[src/ell_pkg.sv]
package ell_pkg;

    localparam int ELL_MAX_TOKEN_LEN = 32;
    // Wide enough for any value length up to 63
    localparam int ELL_LEN_W = 6;
    localparam int ELL_CMDQ_DEPTH = 2;
    localparam int ELL_PRINT_LEN = 5;

    typedef logic [3:0] t_kind;

    localparam t_kind KIND_NUMBER       = 4'd0;
    localparam t_kind KIND_TEXT         = 4'd1;
    localparam t_kind KIND_WORD         = 4'd2;
    localparam t_kind KIND_PRINT        = 4'd3;
    localparam t_kind KIND_PLUS         = 4'd4;
    localparam t_kind KIND_MINUS        = 4'd5;
    localparam t_kind KIND_STAR         = 4'd6;
    localparam t_kind KIND_SLASH        = 4'd7;
    localparam t_kind KIND_LPAREN       = 4'd8;
    localparam t_kind KIND_RPAREN       = 4'd9;
    localparam t_kind KIND_EQUAL        = 4'd10;
    localparam t_kind KIND_NEWLINE      = 4'd11;
    localparam t_kind KIND_EOF          = 4'd12;
    localparam t_kind KIND_UNTERMINATED = 4'd13;

    localparam logic [7:0] CH_NUL     = 8'h00;
    localparam logic [7:0] CH_NL      = 8'h0a;
    localparam logic [7:0] CH_QUOTE   = 8'h22;
    localparam logic [7:0] CH_USCORE  = 8'h5f;

    typedef struct packed {
        logic [7:0] char_code;
        logic       has_char;
        logic       end_of_input;
    } t_in_item;

    typedef struct packed {
        t_kind      token_kind;
        logic [7:0] value_char;
        logic       char_valid;
        logic       token_last;
        logic       value_truncated;
    } t_result;

    // One token, handed from the front to the back. len counts the characters
    // that the token left in the character store; emit_value clear means
    // "give one empty result and drop those characters".
    typedef struct packed {
        t_kind                kind;
        logic [ELL_LEN_W-1:0] len;
        logic                 truncated;
        logic                 emit_value;
    } t_cmd;

    typedef struct packed {
        logic       wr;
        logic [7:0] data;
    } t_char_wr;

    typedef enum logic [3:0] {
        MODE_IDLE   = 4'b0001,
        MODE_NUMBER = 4'b0010,
        MODE_TEXT   = 4'b0100,
        MODE_WORD   = 4'b1000
    } t_mode;

    function automatic logic is_digit(input logic [7:0] c);
        return (c >= 8'h30) && (c <= 8'h39);
    endfunction

    function automatic logic is_letter(input logic [7:0] c);
        return ((c >= 8'h61) && (c <= 8'h7a)) || ((c >= 8'h41) && (c <= 8'h5a));
    endfunction

    function automatic logic is_ident(input logic [7:0] c);
        return is_letter(c) || is_digit(c) || (c == CH_USCORE);
    endfunction

    function automatic logic [7:0] print_char(input logic [2:0] idx);
        logic [7:0] c;
        case (idx)
            3'd0:    c = 8'h70;
            3'd1:    c = 8'h72;
            3'd2:    c = 8'h69;
            3'd3:    c = 8'h6e;
            3'd4:    c = 8'h74;
            default: c = 8'h00;
        endcase
        return c;
    endfunction

    // {hit, kind} for the single-character operators
    function automatic logic [4:0] op_lookup(input logic [7:0] c);
        logic [4:0] r;
        case (c)
            8'h2b:   r = {1'b1, KIND_PLUS};
            8'h2d:   r = {1'b1, KIND_MINUS};
            8'h2a:   r = {1'b1, KIND_STAR};
            8'h2f:   r = {1'b1, KIND_SLASH};
            8'h28:   r = {1'b1, KIND_LPAREN};
            8'h29:   r = {1'b1, KIND_RPAREN};
            8'h3d:   r = {1'b1, KIND_EQUAL};
            default: r = {1'b0, KIND_NUMBER};
        endcase
        return r;
    endfunction

    // Close the open token of the given mode
    function automatic t_cmd finish_cmd(input t_mode m, input logic [ELL_LEN_W-1:0] len,
                                        input logic ovf, input logic pmatch);
        t_cmd c;
        c.kind       = KIND_NUMBER;
        c.len        = len;
        c.truncated  = ovf;
        c.emit_value = 1'b1;
        case (m)
            MODE_WORD: begin
                if (pmatch && !ovf && (len == ELL_LEN_W'(ELL_PRINT_LEN))) begin
                    c.kind       = KIND_PRINT;
                    c.emit_value = 1'b0;
                end else begin
                    c.kind = KIND_WORD;
                end
            end
            MODE_TEXT: begin
                c.kind       = KIND_UNTERMINATED;
                c.emit_value = 1'b0;
            end
            default: ;
        endcase
        return c;
    endfunction

endpackage

[src/ell_front.sv]
module ell_front #(
    parameter int MAX_TOKEN_LEN = ell_pkg::ELL_MAX_TOKEN_LEN
) (
    input  logic              i_clk,
    input  logic              i_rst_n,
    input  ell_pkg::t_in_item i_item,
    input  logic              i_push,
    output logic              o_full,
    input  logic              i_chars_full,
    output ell_pkg::t_char_wr o_char_wr,
    output ell_pkg::t_cmd     o_cmd,
    output logic              o_cmd_push,
    input  logic              i_cmd_full
);
    import ell_pkg::*;

    localparam int LEN_W = $clog2(MAX_TOKEN_LEN + 1);
    localparam int SLOTS = 4;
    localparam int SEL_W = $clog2(SLOTS);

    t_mode              r_mode, n_mode;
    logic [LEN_W-1:0]   r_len, n_len;
    logic               r_ovf, n_ovf;
    logic               r_pmatch, n_pmatch;
    logic [SLOTS-1:0]   r_pend_vld, n_pend_vld;
    t_cmd               r_pend [SLOTS];
    t_cmd               n_pend [SLOTS];

    logic               accept;
    logic [SEL_W-1:0]   sel;
    logic               wr_char;

    assign o_full = (|r_pend_vld) || i_chars_full;
    assign accept = i_push && !o_full;

    always_comb begin
        sel = '0;
        for (int i = SLOTS - 1; i >= 0; i--) begin
            if (r_pend_vld[i]) sel = SEL_W'(i);
        end
    end

    assign o_cmd      = r_pend[sel];
    assign o_cmd_push = (|r_pend_vld) && !i_cmd_full;

    // Lex one item: at most one finished token, one single-character token,
    // then on end of input one more finished token and the end-of-file token
    always_comb begin
        logic [7:0] c;
        logic       done;
        logic       app;
        logic [4:0] op;
        t_cmd       cand [SLOTS];
        logic [SLOTS-1:0] cvld;

        c        = i_item.char_code;
        done     = 1'b0;
        app      = 1'b0;
        op       = op_lookup(c);
        cvld     = '0;
        for (int i = 0; i < SLOTS; i++) begin
            cand[i] = finish_cmd(MODE_IDLE, '0, 1'b0, 1'b0);
        end
        n_mode   = r_mode;
        n_len    = r_len;
        n_ovf    = r_ovf;
        n_pmatch = r_pmatch;
        wr_char  = 1'b0;

        if (i_item.has_char) begin
            case (r_mode)
                MODE_TEXT: begin
                    done = 1'b1;
                    if (c == CH_QUOTE) begin
                        cand[0] = '{kind: KIND_TEXT, len: ELL_LEN_W'(r_len),
                                    truncated: r_ovf, emit_value: 1'b1};
                        cvld[0] = 1'b1;
                        n_mode  = MODE_IDLE;
                        n_len   = '0;
                        n_ovf   = 1'b0;
                    end else if (c == CH_NUL) begin
                        cand[0] = finish_cmd(r_mode, ELL_LEN_W'(r_len), r_ovf, r_pmatch);
                        cvld[0] = 1'b1;
                        n_mode  = MODE_IDLE;
                        n_len   = '0;
                        n_ovf   = 1'b0;
                    end else begin
                        app = 1'b1;
                    end
                end
                MODE_NUMBER, MODE_WORD: begin
                    if ((r_mode == MODE_NUMBER) ? is_digit(c) : is_ident(c)) begin
                        app  = 1'b1;
                        done = 1'b1;
                    end else begin
                        cand[0] = finish_cmd(r_mode, ELL_LEN_W'(r_len), r_ovf, r_pmatch);
                        cvld[0] = 1'b1;
                        n_mode  = MODE_IDLE;
                        n_len   = '0;
                        n_ovf   = 1'b0;
                    end
                end
                default: ;
            endcase

            // A byte that closed a number or word is lexed afresh from idle
            if (!done) begin
                if (is_digit(c)) begin
                    n_mode = MODE_NUMBER;
                    n_len  = '0;
                    n_ovf  = 1'b0;
                    app    = 1'b1;
                end else if (c == CH_QUOTE) begin
                    n_mode = MODE_TEXT;
                    n_len  = '0;
                    n_ovf  = 1'b0;
                end else if (is_letter(c)) begin
                    n_mode = MODE_WORD;
                    n_len  = '0;
                    n_ovf  = 1'b0;
                    app    = 1'b1;
                end else if (c == CH_NL) begin
                    cand[1] = '{kind: KIND_NEWLINE, len: '0, truncated: 1'b0,
                                emit_value: 1'b0};
                    cvld[1] = 1'b1;
                end else if (op[4]) begin
                    cand[1] = '{kind: op[3:0], len: '0, truncated: 1'b0, emit_value: 1'b0};
                    cvld[1] = 1'b1;
                end
            end

            // Buffer the character, or flag the overflow
            if (app) begin
                if (n_len < LEN_W'(MAX_TOKEN_LEN)) begin
                    wr_char = 1'b1;
                    if (n_len == '0) begin
                        n_pmatch = (c == print_char(3'd0));
                    end else begin
                        n_pmatch = n_pmatch && (n_len < LEN_W'(ELL_PRINT_LEN))
                                   && (c == print_char(n_len[2:0]));
                    end
                    n_len = n_len + LEN_W'(1);
                end else begin
                    n_ovf = 1'b1;
                end
            end
        end

        if (i_item.end_of_input) begin
            cand[2] = finish_cmd(n_mode, ELL_LEN_W'(n_len), n_ovf, n_pmatch);
            cvld[2] = (n_mode != MODE_IDLE);
            cand[3] = '{kind: KIND_EOF, len: '0, truncated: 1'b0, emit_value: 1'b0};
            cvld[3] = 1'b1;
            n_mode  = MODE_IDLE;
            n_len   = '0;
            n_ovf   = 1'b0;
        end

        // Hold pending tokens until the queue takes them, lowest slot first
        n_pend_vld = r_pend_vld;
        for (int i = 0; i < SLOTS; i++) begin
            n_pend[i] = r_pend[i];
        end
        if (accept) begin
            n_pend_vld = cvld;
            for (int i = 0; i < SLOTS; i++) begin
                n_pend[i] = cand[i];
            end
        end else if (o_cmd_push) begin
            n_pend_vld[sel] = 1'b0;
        end

        if (!accept) begin
            n_mode   = r_mode;
            n_len    = r_len;
            n_ovf    = r_ovf;
            n_pmatch = r_pmatch;
            wr_char  = 1'b0;
        end
    end

    assign o_char_wr.wr   = wr_char;
    assign o_char_wr.data = i_item.char_code;

    always_ff @(posedge i_clk) begin
        if (!i_rst_n) begin
            r_mode     <= MODE_IDLE;
            r_len      <= '0;
            r_ovf      <= 1'b0;
            r_pmatch   <= 1'b0;
            r_pend_vld <= '0;
        end else begin
            r_mode     <= n_mode;
            r_len      <= n_len;
            r_ovf      <= n_ovf;
            r_pmatch   <= n_pmatch;
            r_pend_vld <= n_pend_vld;
        end
    end

    always_ff @(posedge i_clk) begin
        for (int i = 0; i < SLOTS; i++) begin
            r_pend[i] <= n_pend[i];
        end
    end

endmodule

[src/ell_cmdq.sv]
module ell_cmdq (
    input  logic          i_clk,
    input  logic          i_rst_n,
    input  ell_pkg::t_cmd i_cmd,
    input  logic          i_push,
    output logic          o_full,
    output ell_pkg::t_cmd o_cmd,
    input  logic          i_pop,
    output logic          o_empty
);
    import ell_pkg::*;

    localparam int AW = $clog2(ELL_CMDQ_DEPTH);

    t_cmd        r_q [ELL_CMDQ_DEPTH];
    logic [AW:0] r_wp, r_rp;

    assign o_empty = (r_wp == r_rp);
    assign o_full  = (r_wp[AW] != r_rp[AW]) && (r_wp[AW-1:0] == r_rp[AW-1:0]);
    assign o_cmd   = r_q[r_rp[AW-1:0]];

    always_ff @(posedge i_clk) begin
        if (!i_rst_n) begin
            r_wp <= '0;
            r_rp <= '0;
        end else begin
            if (i_push && !o_full) r_wp <= r_wp + (AW + 1)'(1);
            if (i_pop && !o_empty) r_rp <= r_rp + (AW + 1)'(1);
        end
    end

    always_ff @(posedge i_clk) begin
        if (i_push && !o_full) r_q[r_wp[AW-1:0]] <= i_cmd;
    end

endmodule

[src/ell_back.sv]
module ell_back #(
    parameter int MAX_TOKEN_LEN = ell_pkg::ELL_MAX_TOKEN_LEN
) (
    input  logic              i_clk,
    input  logic              i_rst_n,
    input  ell_pkg::t_char_wr i_char_wr,
    output logic              o_chars_full,
    input  ell_pkg::t_cmd     i_cmd,
    input  logic              i_cmd_empty,
    output logic              o_cmd_pop,
    output ell_pkg::t_result  o_result,
    output logic              o_empty,
    input  logic              i_pop
);
    import ell_pkg::*;

    // Room for one token being built plus at least one finished one
    localparam int DEPTH = 2 ** $clog2(2 * MAX_TOKEN_LEN);
    localparam int AW    = $clog2(DEPTH);

    logic [7:0]           r_mem [DEPTH];
    logic [7:0]           r_rdata;
    logic [AW:0]          r_wp;
    logic [AW:0]          r_rp, n_rp;

    logic                 r_busy, n_busy;
    t_kind                r_kind, n_kind;
    logic [ELL_LEN_W-1:0] r_left, n_left;
    logic                 r_trunc, n_trunc;
    logic                 r_rd_pend, n_rd_pend;
    logic                 r_rd_last, n_rd_last;
    logic                 r_out_valid, n_out_valid;
    t_result              r_out, n_out;

    logic                 out_take;
    logic                 can_issue;
    logic                 rd_en;
    logic                 cmd_has_value;

    assign o_chars_full = (r_wp[AW] != r_rp[AW]) && (r_wp[AW-1:0] == r_rp[AW-1:0]);
    assign o_result     = r_out;
    assign o_empty      = !r_out_valid;

    assign out_take      = r_out_valid && i_pop;
    // Issue only when the output register is sure to be free next cycle
    assign can_issue     = !r_rd_pend && (!r_out_valid || out_take);
    assign rd_en         = can_issue && r_busy;
    assign o_cmd_pop     = can_issue && !r_busy && !i_cmd_empty;
    assign cmd_has_value = i_cmd.emit_value && (i_cmd.len != '0);

    always_comb begin
        n_rp        = r_rp;
        n_busy      = r_busy;
        n_kind      = r_kind;
        n_left      = r_left;
        n_trunc     = r_trunc;
        n_rd_pend   = 1'b0;
        n_rd_last   = r_rd_last;
        n_out_valid = r_out_valid && !out_take;
        n_out       = r_out;

        if (r_rd_pend) begin
            n_out_valid = 1'b1;
            n_out = '{token_kind: r_kind, value_char: r_rdata, char_valid: 1'b1,
                      token_last: r_rd_last, value_truncated: r_trunc};
        end

        if (rd_en) begin
            n_rp      = r_rp + (AW + 1)'(1);
            n_left    = r_left - ELL_LEN_W'(1);
            n_rd_pend = 1'b1;
            n_rd_last = (r_left == ELL_LEN_W'(1));
            n_busy    = (r_left != ELL_LEN_W'(1));
        end else if (o_cmd_pop) begin
            if (cmd_has_value) begin
                n_busy  = 1'b1;
                n_kind  = i_cmd.kind;
                n_left  = i_cmd.len;
                n_trunc = i_cmd.truncated;
            end else begin
                // Empty-valued token: one result, drop whatever it buffered
                n_rp        = r_rp + (AW + 1)'(i_cmd.len);
                n_out_valid = 1'b1;
                n_out = '{token_kind: i_cmd.kind, value_char: 8'h00, char_valid: 1'b0,
                          token_last: 1'b1, value_truncated: 1'b0};
            end
        end
    end

    always_ff @(posedge i_clk) begin
        if (!i_rst_n) begin
            r_wp        <= '0;
            r_rp        <= '0;
            r_busy      <= 1'b0;
            r_rd_pend   <= 1'b0;
            r_out_valid <= 1'b0;
        end else begin
            if (i_char_wr.wr) r_wp <= r_wp + (AW + 1)'(1);
            r_rp        <= n_rp;
            r_busy      <= n_busy;
            r_rd_pend   <= n_rd_pend;
            r_out_valid <= n_out_valid;
        end
    end

    always_ff @(posedge i_clk) begin
        r_kind    <= n_kind;
        r_left    <= n_left;
        r_trunc   <= n_trunc;
        r_rd_last <= n_rd_last;
        r_out     <= n_out;
    end

    always_ff @(posedge i_clk) begin
        if (i_char_wr.wr) r_mem[r_wp[AW-1:0]] <= i_char_wr.data;
        if (rd_en) r_rdata <= r_mem[r_rp[AW-1:0]];
    end

endmodule

[src/expression_language_lexer_unit.sv]
// Flow: an item that posts tokens holds full until the command queue has taken every token
//   it posts. Through the single read port of the character store, the back reads each value
//   character and registers it into the output stage before it reads the next one, and it
//   pops each token's transaction from the queue before that token's first read.
// Reset (synchronous, active low): lexer idle, all queues empty, no result shown;
//   the character store itself is not cleared.
module expression_language_lexer_unit #(
    parameter int MAX_TOKEN_LEN = ell_pkg::ELL_MAX_TOKEN_LEN
) (
    input  logic              i_clk,
    input  logic              i_rst_n,
    input  ell_pkg::t_in_item i_in,
    input  logic              push,
    output logic              full,
    output ell_pkg::t_result  o_result,
    output logic              empty,
    input  logic              pop
);
    import ell_pkg::*;

    // Front: classify each byte, track the lexer mode and the open token's length,
    // write token characters into the store and post one transaction per token.
    // Back: take token transactions in order and stream their characters out.
    t_char_wr char_wr;
    logic     chars_full;
    t_cmd     front_cmd;
    logic     front_push;
    logic     cmdq_full;
    t_cmd     back_cmd;
    logic     back_pop;
    logic     cmdq_empty;

    ell_front #(
        .MAX_TOKEN_LEN(MAX_TOKEN_LEN)
    ) u_front (
        .i_clk        (i_clk),
        .i_rst_n      (i_rst_n),
        .i_item       (i_in),
        .i_push       (push),
        .o_full       (full),
        .i_chars_full (chars_full),
        .o_char_wr    (char_wr),
        .o_cmd        (front_cmd),
        .o_cmd_push   (front_push),
        .i_cmd_full   (cmdq_full)
    );

    // Short queue so that the front can close a token while the back still streams
    ell_cmdq u_cmdq (
        .i_clk   (i_clk),
        .i_rst_n (i_rst_n),
        .i_cmd   (front_cmd),
        .i_push  (front_push),
        .o_full  (cmdq_full),
        .o_cmd   (back_cmd),
        .i_pop   (back_pop),
        .o_empty (cmdq_empty)
    );

    ell_back #(
        .MAX_TOKEN_LEN(MAX_TOKEN_LEN)
    ) u_back (
        .i_clk        (i_clk),
        .i_rst_n      (i_rst_n),
        .i_char_wr    (char_wr),
        .o_chars_full (chars_full),
        .i_cmd        (back_cmd),
        .i_cmd_empty  (cmdq_empty),
        .o_cmd_pop    (back_pop),
        .o_result     (o_result),
        .o_empty      (empty),
        .i_pop        (pop)
    );

endmodule
[config.mk]
export PLATFORM = sky130hd
export DESIGN_NAME = expression_language_lexer_unit
export DESIGN_NICKNAME = d
export VERILOG_FILES = /design/src/ell_pkg.sv /design/src/ell_front.sv /design/src/ell_cmdq.sv /design/src/ell_back.sv /design/src/expression_language_lexer_unit.sv
export SDC_FILE = /design/constraint.sdc
export NUM_CORES = 1
export LEC_CHECK = 0
export BUFFER_PORTS_ARGS = -buffer_cell sky130_fd_sc_hd__buf_2
export CAP_MARGIN = 15
export CORE_MARGIN = 4
export CORE_UTILIZATION = 45
export DETAILED_ROUTE_END_ITERATION = 10
export PLACE_DENSITY_LB_ADDON = 0.08
export SLEW_MARGIN = 30
export SYNTH_ARGS = -nofsm -noshare
export SYNTH_HDL_FRONTEND = slang
export SYNTH_HIERARCHICAL = 1
export SYNTH_SLANG_ARGS = --single-unit
[constraint.sdc]
create_clock -name i_clk -period 11.21 [get_ports i_clk]
set_input_delay 2.242 -clock i_clk [delete_from_list [all_inputs] [get_ports i_clk]]
set_output_delay 2.242 -clock i_clk [all_outputs]
set_load 0.01 [all_outputs]
==> results of run 1 <==
[final cells by class]
type / instances / area share (%)
Antenna cell: 2 / 0.0168
Clock buffer: 95 / 6.67
Clock inverter: 31 / 1.14
Inverter: 36 / 0.455
Multi-Input combinational cell: 820 / 24.8
Sequential cell: 638 / 62.7
Tap cell: 765 / 3.22
Timing Repair Buffer: 48 / 0.960
[cells in the mapped netlist (all sizes together) (16+ instances only)]
cell    instances  area [um2]
nor2b          22         138
edfxtp        585       17600
dfxtp          53        1060
mux4          128        2880
mux2i          40         400
inv            36         135
buf            59         380
nand3          31         155
ha             16         200
nor2          118         445
o22ai          20         125
a21oi          35         186
and2           18         118
o21ai          44         239
xor2           17         156
nor3           35         190
clkbuf         32         121
nand2          81         304
[worst max-delay path by stage]
stage,startpoint,end
finish,i_in[3],u_back/r_mem[30][2]
global route,i_in[2],u_back/r_mem[31][3]
CTS,i_in[3],u_back/r_mem[6][2]
detailed placement,i_in[2],u_back/r_mem[31][1]
global placement,i_in[3],u_back/r_mem[31][0]
floorplan,i_in[3],u_back/r_mem[42][0]
[flip-flops by register name (all words and copies together) (netlist names), 4 cells and up, named ones only]
| signal | flops |
|---|---|
| u_back/o_result | 15 |
| u_back/r_rdata | 8 |
| u_back/r_kind | 4 |
| u_back/r_mem | 512 |
| u_cmdq/r_q | 24 |
| u_front/r_len | 6 |
| u_front/r_pend | 29 |
| u_back/r_wp | 7 |
| u_back/r_rp | 7 |
| u_back/r_left | 6 |
| u_front/r_mode | 4 |
| u_front/r_pend_vld | 4 |
[cell families (layout without fill, tap and decap cells)]
logic type,after synthesis,in the layout,share of synthesized area (%)
AOI/OAI and AO/OA,213,213,5.71
xor gates and xnor gates,31,31,1.05
adders and majority gates,17,17,0.828
buffers and inverters,127,210,2.40
DFF,638,638,70.1
muxes,180,180,12.9
other,0,2,0
and+or+nand+nor,379,379,7.09
[report_power, final]
group	internal, uW	switching, uW	leakage, uW
sequential	2720	149	0.00572
clock	1380	909	0.00112
combinational	636	907	0.00254
[metal layers]
layer / global-route usage (%) / up-vias
met4: 6.42 / 0
met1: 30.5 / 7508
li1: - / 6366
met2: 31.6 / 475
met3: 3.29 / 87
met5: 0 / -
[worst max-delay path, cell delays in order]
cell	delay, ns
sky130_fd_sc_hd__buf_2	0.08
sky130_fd_sc_hd__buf_4	0.64
sky130_fd_sc_hd__inv_1	0.27
sky130_fd_sc_hd__o311a_1	0.43
sky130_fd_sc_hd__or3_1	0.40
sky130_fd_sc_hd__a21oi_2	0.25
sky130_fd_sc_hd__a21boi_4	0.30
sky130_fd_sc_hd__and2_2	0.47
sky130_fd_sc_hd__nor2b_1	0.30
sky130_fd_sc_hd__nand3_1	0.44
sky130_fd_sc_hd__nor2_1	0.75
[stage by stage]
step	power [uW]	util, %	hold slack, ns
detailed placement	4480	47.1	0.456
finish	6700	51.1	0.471
CTS	6780	51.1	0.471
floorplan	3930	-	0.437
global placement	4470	47.0	0.442
global route	7000	51.1	0.506
==> out/qor.yml, run 1 <==
antenna_found_initial: 1
pwr_density_cell_mw_per_mm2: 225
area_of_the_multi_input_gates_mm2: 0.00737
hold_path.startpoint: "u_back/o_result[1]"
ctsRootBufferMaster: "sky130_fd_sc_hd__clkbuf_16"
place_inst: 2307
worst_reg2reg_setup_slack_ns: 6.58
tightestPinTransition_ns: 0.938
fill_cells: 4764
max_cap_violations: 0
coreArea_mm2: 0.0581
hold_path.class: "reg -> reg"
die-height_um: 251
htreeDepth: 3
synth_async_sr_flop_share_pct: 0
dpl_cell_area_mm2: 0.0274
timing_hold_violations_final: 0
gp_congestion: 0.832
cts_resized: 0
slew_headroom_pct: 36.5
holdBufCountCts: 0
timing.fmax_mhz: 156
r2r.worst_path.cells: 10
postLayoutCellArea_mm2: 0.0297
register_area_mm2: 0.0186
met3_wirelength_mm: 3.84
routed_wl_per_cell_um: 26.5
vias_per_cell: 5.93
final.setup.worst_slack_ns: 4.78
std_cell_rows: 88
synth-seq-cells: 638
drt_pass1_iterations: 6
syn_area_per_cell_um2: 16.8
timing.final.max_slew_violations: 0
ios: 31
met1_length_mm: 29.0
vias_in_the_first_global_route: 14500
setup.worst_path.class: "in -> reg"
wl_met2_mm: 30.0
synth_cell_types: 88
synthCells: 1585
tritoncts: "done"
setup_viol: 0
clk_latency_worst_skew_pair_ns: 0.60
required_ns: 11.42
route.final.wire_length_mm: 64.5
postSynth.topFlopCell: "sky130_fd_sc_hd__edfxtp_1"
numClockSinks: 638
drtAntennaViolNets: 0
fin_nets: 1645
synth_nets: 1616
final_layout_size_suffix_gt1_share_pct: 20.7
groute.usage.overall_pct: 20.5
final_period_minus_worst_setup_slack_ns: 6.43
endpoint_kind: "flip-flop"
final.period_utilization_pct: 57.3
synth-warning-count: 6
status: "complete, no violations"
vdd.ir_drop.worst_uv: 110
arrival_ns: 6.64
mappedNetlistArea_mm2: 0.0266
rsz0062_at_grt: "no"
drt_first_iter_violations: 1349
most_frequent_standard_cell_in_the_layout_excluding_fill_and_tap_cells: "sky130_fd_sc_hd__edfxtp_1"
finalClockSkew_ns: 0.0251
place_worst_setup_slack_ns: 4.26
worst-path-max-fanout: 74
start_kind: "input port"
total_vias_in_the_final_route: 14400
top_layer_used: "met4"
worstReg2RegStart: "u_back/r_rp[0]"
worst_hold_path.endpoint: "u_back/o_result[1]"
hold_path_depth: 2
first_pass_grt_wire_length_mm: 97.0
hpwlAfterDp_mm: 40.7
totalNegativeSetupSlack_ns: 0
rr_endpoint: "u_back/r_mem[30][2]"
cts_buffer_depth: 3
top_library_cells_by_usage_in_the_layout_fill_and_taps_aside: "sky130_fd_sc_hd__edfxtp_1 (585), sky130_fd_sc_hd__mux4_2 (128), sky130_fd_sc_hd__nor2_1 (117)"
start_util_pct: 45.7
tritoncts.num_buffers: 70
grt_remaining_overflow: 0
finalNonFillerCells: 2435
synth_sequential_area_ratio_pct: 70.1
die-area_mm2: 0.0630
post-route-drc-count: 0
power_leakage_uw: 0.00939
synth-edff-count: 585
cts_setup_buffers: 0
place.port_buffers: 30
die_x_um: 251
grt_max_degree: 78
cts.reportedPaths.clkPinSlew_ns: 0.06
synthToLayoutAreaGrowth_pct: 11.8
(Power assumes the default switching activity.)
==> run 2: changes to the inputs <==
- ABC_AREA: default -> 1
- clock period: 11.21 -> 6.2 ns (I/O delays scaled with it)
==> run 2 against run 1 <==
Compared with the run above: combinational power is 73% higher; critical endpoint is now u_back/r_mem[53][3]; highest routed layer unchanged; worst hold slack got worse by 0.010 ns; power increased by 80%; clock skew grew 0.0013 ns; non-clock buffer count grew 5; routed wire length grew 13%; register-to-register slack got worse by 4.5 ns; first-iteration DRC count grew 16%; count of clock-buffer cells in the layout shrank 12; final cell count is 40% higher.
==> out/qor.yml, run 2 <==
required_ns: 6.43  # -4.99 ns
status: "complete, no violations"
holdBufCountCts: 0  # unchanged
worst-path-max-fanout: 8  # -89%
start_kind: "input port"
syn_area_per_cell_um2: 10.7  # -36%
totalNegativeSetupSlack_ns: 0  # unchanged
numClockSinks: 638  # unchanged
worstReg2RegStart: "u_front/r_mode[1]"
synthToLayoutAreaGrowth_pct: 9.69
timing.fmax_mhz: 222
slew_headroom_pct: 33.6  # -2.9 points
clk_latency_worst_skew_pair_ns: 0.61  # about the same
ys_top_cells_by_area: "sky130_fd_sc_hd__edfxtp_1 (63%), sky130_fd_sc_hd__nand2_1 (11%), sky130_fd_sc_hd__nand3_1 (8.9%), sky130_fd_sc_hd__dfxtp_1 (3.8%), sky130_fd_sc_hd__nor2_1 (2.1%)"
postSynth.topFlopCell: "sky130_fd_sc_hd__edfxtp_1"
final.setup.worst_slack_ns: 1.69  # -3.09 ns
total_vias_in_the_final_route: 18700  # +30%
first_pass_grt_wire_length_mm: 110  # +13%
vias_in_the_first_global_route: 18100  # +25%
max_ffs_per_register: 512  # unchanged
start_util_pct: 45.7  # about the same
area_of_the_multi_input_gates_mm2: 0.00783  # +6.3%
finalClockSkew_ns: 0.0264  # +0.00129 ns
coreArea_mm2: 0.0608  # +4.6%
cts_resized: 0  # unchanged
synth_async_sr_flop_share_pct: 0  # unchanged
place_inst: 3291  # +43%
worst_reg2reg_setup_slack_ns: 2.10  # -4.48 ns
vdd.ir_drop.worst_uv: 240  # +120%
register_area_mm2: 0.0186  # about the same
yosys.area.top_type_share_pct: 63.1  # -2.9 points
cts_buffer_depth: 3  # unchanged
most_frequent_standard_cell_in_the_layout_excluding_fill_and_tap_cells: "sky130_fd_sc_hd__nand2_1"
final_period_minus_worst_setup_slack_ns: 4.51
drtAntennaViolNets: 0  # unchanged
timing.final.max_slew_violations: 0  # unchanged
power_leakage_uw: 0.0112  # +19%
endpoint_kind: "flip-flop"
tritoncts: "done"
fin_nets: 2611  # +59%
place_worst_setup_slack_ns: 1.12  # -3.14 ns
tightestPinTransition_ns: 0.996  # +0.0582 ns
cts.reportedPaths.clkPinSlew_ns: 0.06  # about the same
route.final.wire_length_mm: 72.9  # +13%
yosysMostFrequentCell: "sky130_fd_sc_hd__nand2_1"
ctsRootBufferMaster: "sky130_fd_sc_hd__clkbuf_16"
grt_remaining_overflow: 0  # unchanged
insertedDiodeCount: 0  # -2
synth_top_area_cell: "sky130_fd_sc_hd__edfxtp_1"
synth_sequential_area_ratio_pct: 67.0  # -3.1 points
power.total_uw: 12100  # +80%
tritoncts.num_buffers: 69  # -1.4%
finalNonFillerCells: 3411  # +40%
ios: 31  # unchanged
hold_path.startpoint: "u_back/o_result[0]"
die_x_um: 257  # +2.2%
synthCells: 2598  # +64%
setup.worst_path.start: "i_in[6]"
grt_max_degree: 149  # +91%
mappedNetlistArea_mm2: 0.0278  # +4.6%
routed_wl_per_cell_um: 21.4  # -19%
final_layout_size_suffix_gt1_share_pct: 8.52  # -12 points
groute.usage.overall_pct: 21.8  # +1.2 points
antenna_found_initial: 0  # -1
ys_top_cells_by_count: "sky130_fd_sc_hd__nand2_1 (842), sky130_fd_sc_hd__edfxtp_1 (585), sky130_fd_sc_hd__nand3_1 (493)"
top_library_cells_by_usage_in_the_layout_fill_and_taps_aside: "sky130_fd_sc_hd__nand2_1 (842), sky130_fd_sc_hd__edfxtp_1 (585), sky130_fd_sc_hd__nand3_1 (493)"
synth_nets: 2629  # +63%
hpwlAfterDp_mm: 44.7  # +9.8%
fill_cells: 5533  # +16%
synth-edff-count: 585  # unchanged
htreeDepth: 3  # unchanged
max_cap_violations: 0  # unchanged
synth_cell_types: 55  # -38%
die-area_mm2: 0.0659  # +4.5%
rsz0062_at_grt: "no"
final.period_utilization_pct: 72.7
pwr_density_cell_mw_per_mm2: 396  # +75%
synth-seq-cells: 638  # unchanged
std_cell_rows: 90  # +2.3%
place.port_buffers: 30  # unchanged
synth-warning-count: 6  # unchanged
vias_per_cell: 5.50  # -7.3%
gp_congestion: 0.879  # +5.6%
hold_path.class: "reg -> reg"
drt_pass1_iterations: 5  # -1
arrival_ns: 4.74  # -1.90 ns
setup.worst_path.class: "in -> reg"
timing_hold_violations_final: 0  # unchanged
cts_setup_buffers: 0  # unchanged
die-height_um: 257  # +2.2%
setup_viol: 0  # unchanged
drt_first_iter_violations: 1570  # +16%
post-route-drc-count: 0  # unchanged
run 2: cell count changes after synthesis, sizes merged, moves of 18 or more:
cell	before	now
nand2	81	860
mux4	128	0
mux2i	40	0
and2	18	0
buf	59	120
inv	36	106
nor2	118	164
nor2b	22	0
nand3	31	499
run 2: final cells by class:
class	instances	share of cell area, %
Sequential cell	638	61.1
Tap cell	782	3.21
Timing Repair Buffer	53	1.12
Inverter	108	1.36
Clock buffer	83	6.14
Clock inverter	37	1.42
Multi-Input combinational cell	1710	25.7
run 2: critical path: stages:
cell	delay [ns]
sky130_fd_sc_hd__buf_2	0.13
sky130_fd_sc_hd__inv_2	0.11
sky130_fd_sc_hd__nand3_1	0.14
sky130_fd_sc_hd__inv_2	0.11
sky130_fd_sc_hd__nand4_1	0.16
sky130_fd_sc_hd__nand2_1	0.16
sky130_fd_sc_hd__nand2_2	0.09
sky130_fd_sc_hd__nand2_4	0.13
sky130_fd_sc_hd__inv_2	0.08
sky130_fd_sc_hd__nand3_4	0.11
sky130_fd_sc_hd__nor2_2	0.06
sky130_fd_sc_hd__nor2_4	0.20
sky130_fd_sc_hd__inv_1	0.06
sky130_fd_sc_hd__nor2_1	0.31
sky130_fd_sc_hd__inv_1	0.18
sky130_fd_sc_hd__nor2_1	0.28
sky130_fd_sc_hd__nand3_1	0.46
sky130_fd_sc_hd__nor2_1	0.71
run 2: logic make-up (layout without fill, tap and decap cells):
| kind of cell | Yosys count | in the layout | synth area share [%] |
|---|---|---|---|
| fa+ha+maj | 17 | 17 | 0.792 |
| buf+inv | 250 | 281 | 4.89 |
| compound gates | 104 | 104 | 2.12 |
| flops | 638 | 638 | 67.0 |
| simple gates | 1563 | 1563 | 24.3 |
| mux | 12 | 12 | 0.486 |
| xor+xnor | 14 | 14 | 0.441 |
run 2: power breakdown:
part	total, uW	switching [uW]	internal (uW)
Clock	4180	1650	2530
Sequential	5230	201	5030
Combinational	2670	1910	760
run 2: routing by layer:
metal / global-route usage (%) / routed length, um / vias up
met4: 7.41 / 2070 / 0
met1: 31.0 / 32500 / 9109
met3: 4.43 / 5100 / 109
met2: 33.6 / 33200 / 621
met5: 0 / 0 / -
li1: - / - / 8907
run 2: metrics by stage:
step | instance area [um2] | utilization [%] | hold slack, ns
2_1_floorplan | 27800 | - | 0.436
3_3_place_gp | 28200 | 46.4 | 0.450
3_5_place_dp | 28200 | 46.4 | 0.454
4_1_cts | 30500 | 50.2 | 0.461
5_1_grt | 30500 | 50.2 | 0.481
6_report | 30500 | 50.2 | 0.461
run 2: worst paths after layout:
| check | endpoint | depth (start not counted) |
|---|---|---|
| setup reg to reg | u_back/r_mem[53][3] | 13 |
| hold / removal | u_back/o_result[0] | 2 |
| setup / recovery | u_back/r_mem[53][3] | 18 |
| hold reg to reg | u_back/o_result[0] | 2 |
==> run 3: changes to the inputs <==
- clock period: 6.2 -> 4.5 ns (I/O delays scaled with it)
==> run 3 against run 2 <==
Compared with the run above: worst setup slack worse by 1.0 ns; global-route usage is 0.21 points higher; count of clock-buffer cells in the layout is 18 higher; first-iteration DRC count is 4.6% higher; combinational power is 42% higher; sequential power is 36% higher; power is 37% higher; routed wire length is 0.71% higher; final cell count is 2.3% higher; via count is 1.4% higher.
==> out/qor.yml, run 3 (synthesis results as in run 2) <==
tightestPinTransition_ns: 0.954  # -0.0423 ns
post-route-drc-count: 0  # unchanged
hpwlAfterDp_mm: 45.1  # +0.97%
dpl_cell_area_mm2: 0.0288  # +2.0%
totalNegativeSetupSlack_ns: 0  # unchanged
timing.fmax_mhz: 260
ctsRootBufferMaster: "sky130_fd_sc_hd__clkbuf_16"
worst-path-max-fanout: 8  # unchanged
hold_path.class: "reg -> reg"
top_library_cells_by_usage_in_the_layout_fill_and_taps_aside: "sky130_fd_sc_hd__nand2_1 (842), sky130_fd_sc_hd__edfxtp_1 (585), sky130_fd_sc_hd__nand3_1 (493)"
timing_hold_violations_final: 0  # unchanged
drtAntennaViolNets: 0  # unchanged
route.final.wire_length_mm: 73.4  # +0.71%
timing.final.max_slew_violations: 0  # unchanged
routed_wl_per_cell_um: 21.0  # -1.5%
ios: 31  # unchanged
final_layout_size_suffix_gt1_share_pct: 10.8  # +2.2 points
most_frequent_standard_cell_in_the_layout_excluding_fill_and_tap_cells: "sky130_fd_sc_hd__nand2_1"
area_of_the_multi_input_gates_mm2: 0.00783  # unchanged
slew_headroom_pct: 36.4  # +2.8 points
numClockSinks: 638  # unchanged
fill_cells: 5422  # -2.0%
final_period_minus_worst_setup_slack_ns: 3.85
tritoncts: "done"
coreArea_mm2: 0.0608  # unchanged
first_pass_grt_wire_length_mm: 111  # +1.0%
grt_max_degree: 156  # +4.7%
groute.usage.overall_pct: 22.0  # +0.21 points
start_kind: "input port"
start_util_pct: 45.7  # unchanged
cts.reportedPaths.clkPinSlew_ns: 0.06  # about the same
setup.worst_path.class: "in -> reg"
register_area_mm2: 0.0186  # unchanged
arrival_ns: 4.07  # -0.67 ns
vias_per_cell: 5.45  # -0.79%
total_vias_in_the_final_route: 19000  # +1.4%
holdBufCountCts: 0  # unchanged
vdd.ir_drop.worst_uv: 313  # +31%
rsz0062_at_grt: "no"
drt_first_iter_violations: 1643  # +4.6%
gp_congestion: 0.934  # +6.2%
place.port_buffers: 30  # unchanged
die_x_um: 257  # unchanged
required_ns: 4.72  # -1.71 ns
die-area_mm2: 0.0659  # unchanged
antenna_found_initial: 0  # unchanged
max_cap_violations: 0  # unchanged
cts_setup_buffers: 0  # unchanged
tritoncts.num_buffers: 70  # +1.4%
cts_resized: 0  # unchanged
postLayoutCellArea_mm2: 0.0311  # +1.8%
clk_latency_worst_skew_pair_ns: 0.60  # about the same
synthToLayoutAreaGrowth_pct: 11.7
status: "complete, no violations"
die-height_um: 257  # unchanged
vias_in_the_first_global_route: 18400  # +1.7%
grt_remaining_overflow: 0  # unchanged
std_cell_rows: 90  # unchanged
pwr_density_cell_mw_per_mm2: 534  # +35%
finalClockSkew_ns: 0.0240  # -0.00238 ns
max_ffs_per_register: 512  # unchanged
htreeDepth: 3  # unchanged
power_leakage_uw: 0.0116  # +3.4%
drt_pass1_iterations: 7  # +2
endpoint_kind: "flip-flop"
final.period_utilization_pct: 85.6
cts_buffer_depth: 3  # unchanged
setup_viol: 0  # unchanged
fin_nets: 2681  # +2.7%
run 3: cell types whose count changed in the layout (fill, tap and decap cells not counted), sizes merged:
cell,change
clkbuf,+18
inv,-1
buf,+69
clkinv,-4
clkinvlp,-2
diode,+1
bufinv,-4
run 3: layer usage:
| layer | up-vias | global-route usage [%] | wire length (um) |
|---|---|---|---|
| met1 | 9205 | 31.1 | 32600 |
| met2 | 629 | 35.2 | 34200 |
| met3 | 126 | 3.41 | 4660 |
| li1 | 9057 | - | - |
| met5 | - | 0 | 0 |
| met4 | 0 | 7.03 | 1940 |
run 3: cell type report:
class / count / area share, %
Antenna cell: 1 / 0.00805
Clock buffer: 101 / 6.51
Clock inverter: 26 / 0.894
Inverter: 108 / 1.33
Multi-Input combinational cell: 1710 / 25.2
Sequential cell: 638 / 60.0
Tap cell: 782 / 3.15
Timing Repair Buffer: 122 / 2.92
run 3: final timing paths:
check,start,end,slack [ns],cells after the start
max,i_in[6],u_back/r_mem[52][3],0.65,19
min,u_back/o_result[4],u_back/o_result[4],0.46,2
max reg2reg,u_front/r_mode[1],u_back/r_mem[52][3],0.79,14
min reg2reg,u_back/o_result[4],u_back/o_result[4],0.46,2
run 3: stage by stage:
stage                     power [uW]  util, %  hold slack [ns]  worst slack [ns]  cells
after floorplan                 9910        -            0.436             0.863   2598
after global placement         11000     47.3            0.447             0.239   3360
after detailed placement       11000     47.3            0.456            0.0783   3360
after CTS                      16800     51.1            0.464             0.684   3487
after global routing           17400     51.1            0.477             0.391   3487
final                          16600     51.1            0.461             0.649   3488
run 3: critical path, stage by stage:
cell	delay, ns
sky130_fd_sc_hd__buf_2	0.14
sky130_fd_sc_hd__inv_2	0.12
sky130_fd_sc_hd__nand3_1	0.14
sky130_fd_sc_hd__inv_2	0.11
sky130_fd_sc_hd__nand4_1	0.18
sky130_fd_sc_hd__nand2_1	0.17
sky130_fd_sc_hd__nand2_2	0.09
sky130_fd_sc_hd__nand2_4	0.13
sky130_fd_sc_hd__inv_2	0.08
sky130_fd_sc_hd__nand3_4	0.11
sky130_fd_sc_hd__nor2_2	0.06
sky130_fd_sc_hd__nor2_4	0.19
sky130_fd_sc_hd__inv_1	0.10
sky130_fd_sc_hd__nor2_1	0.27
sky130_fd_sc_hd__inv_1	0.17
sky130_fd_sc_hd__nor2_1	0.27
sky130_fd_sc_hd__nand3_1	0.13
sky130_fd_sc_hd__buf_4	0.20
sky130_fd_sc_hd__nor2_1	0.51
run 3: where the power goes:
part | total, uW | internal [uW] | switching [uW] | leakage (uW)
clock | 5690 | 3420 | 2260 | 0.00112
sequential | 7120 | 6930 | 183 | 0.00572
combinational | 3800 | 1080 | 2710 | 0.00474
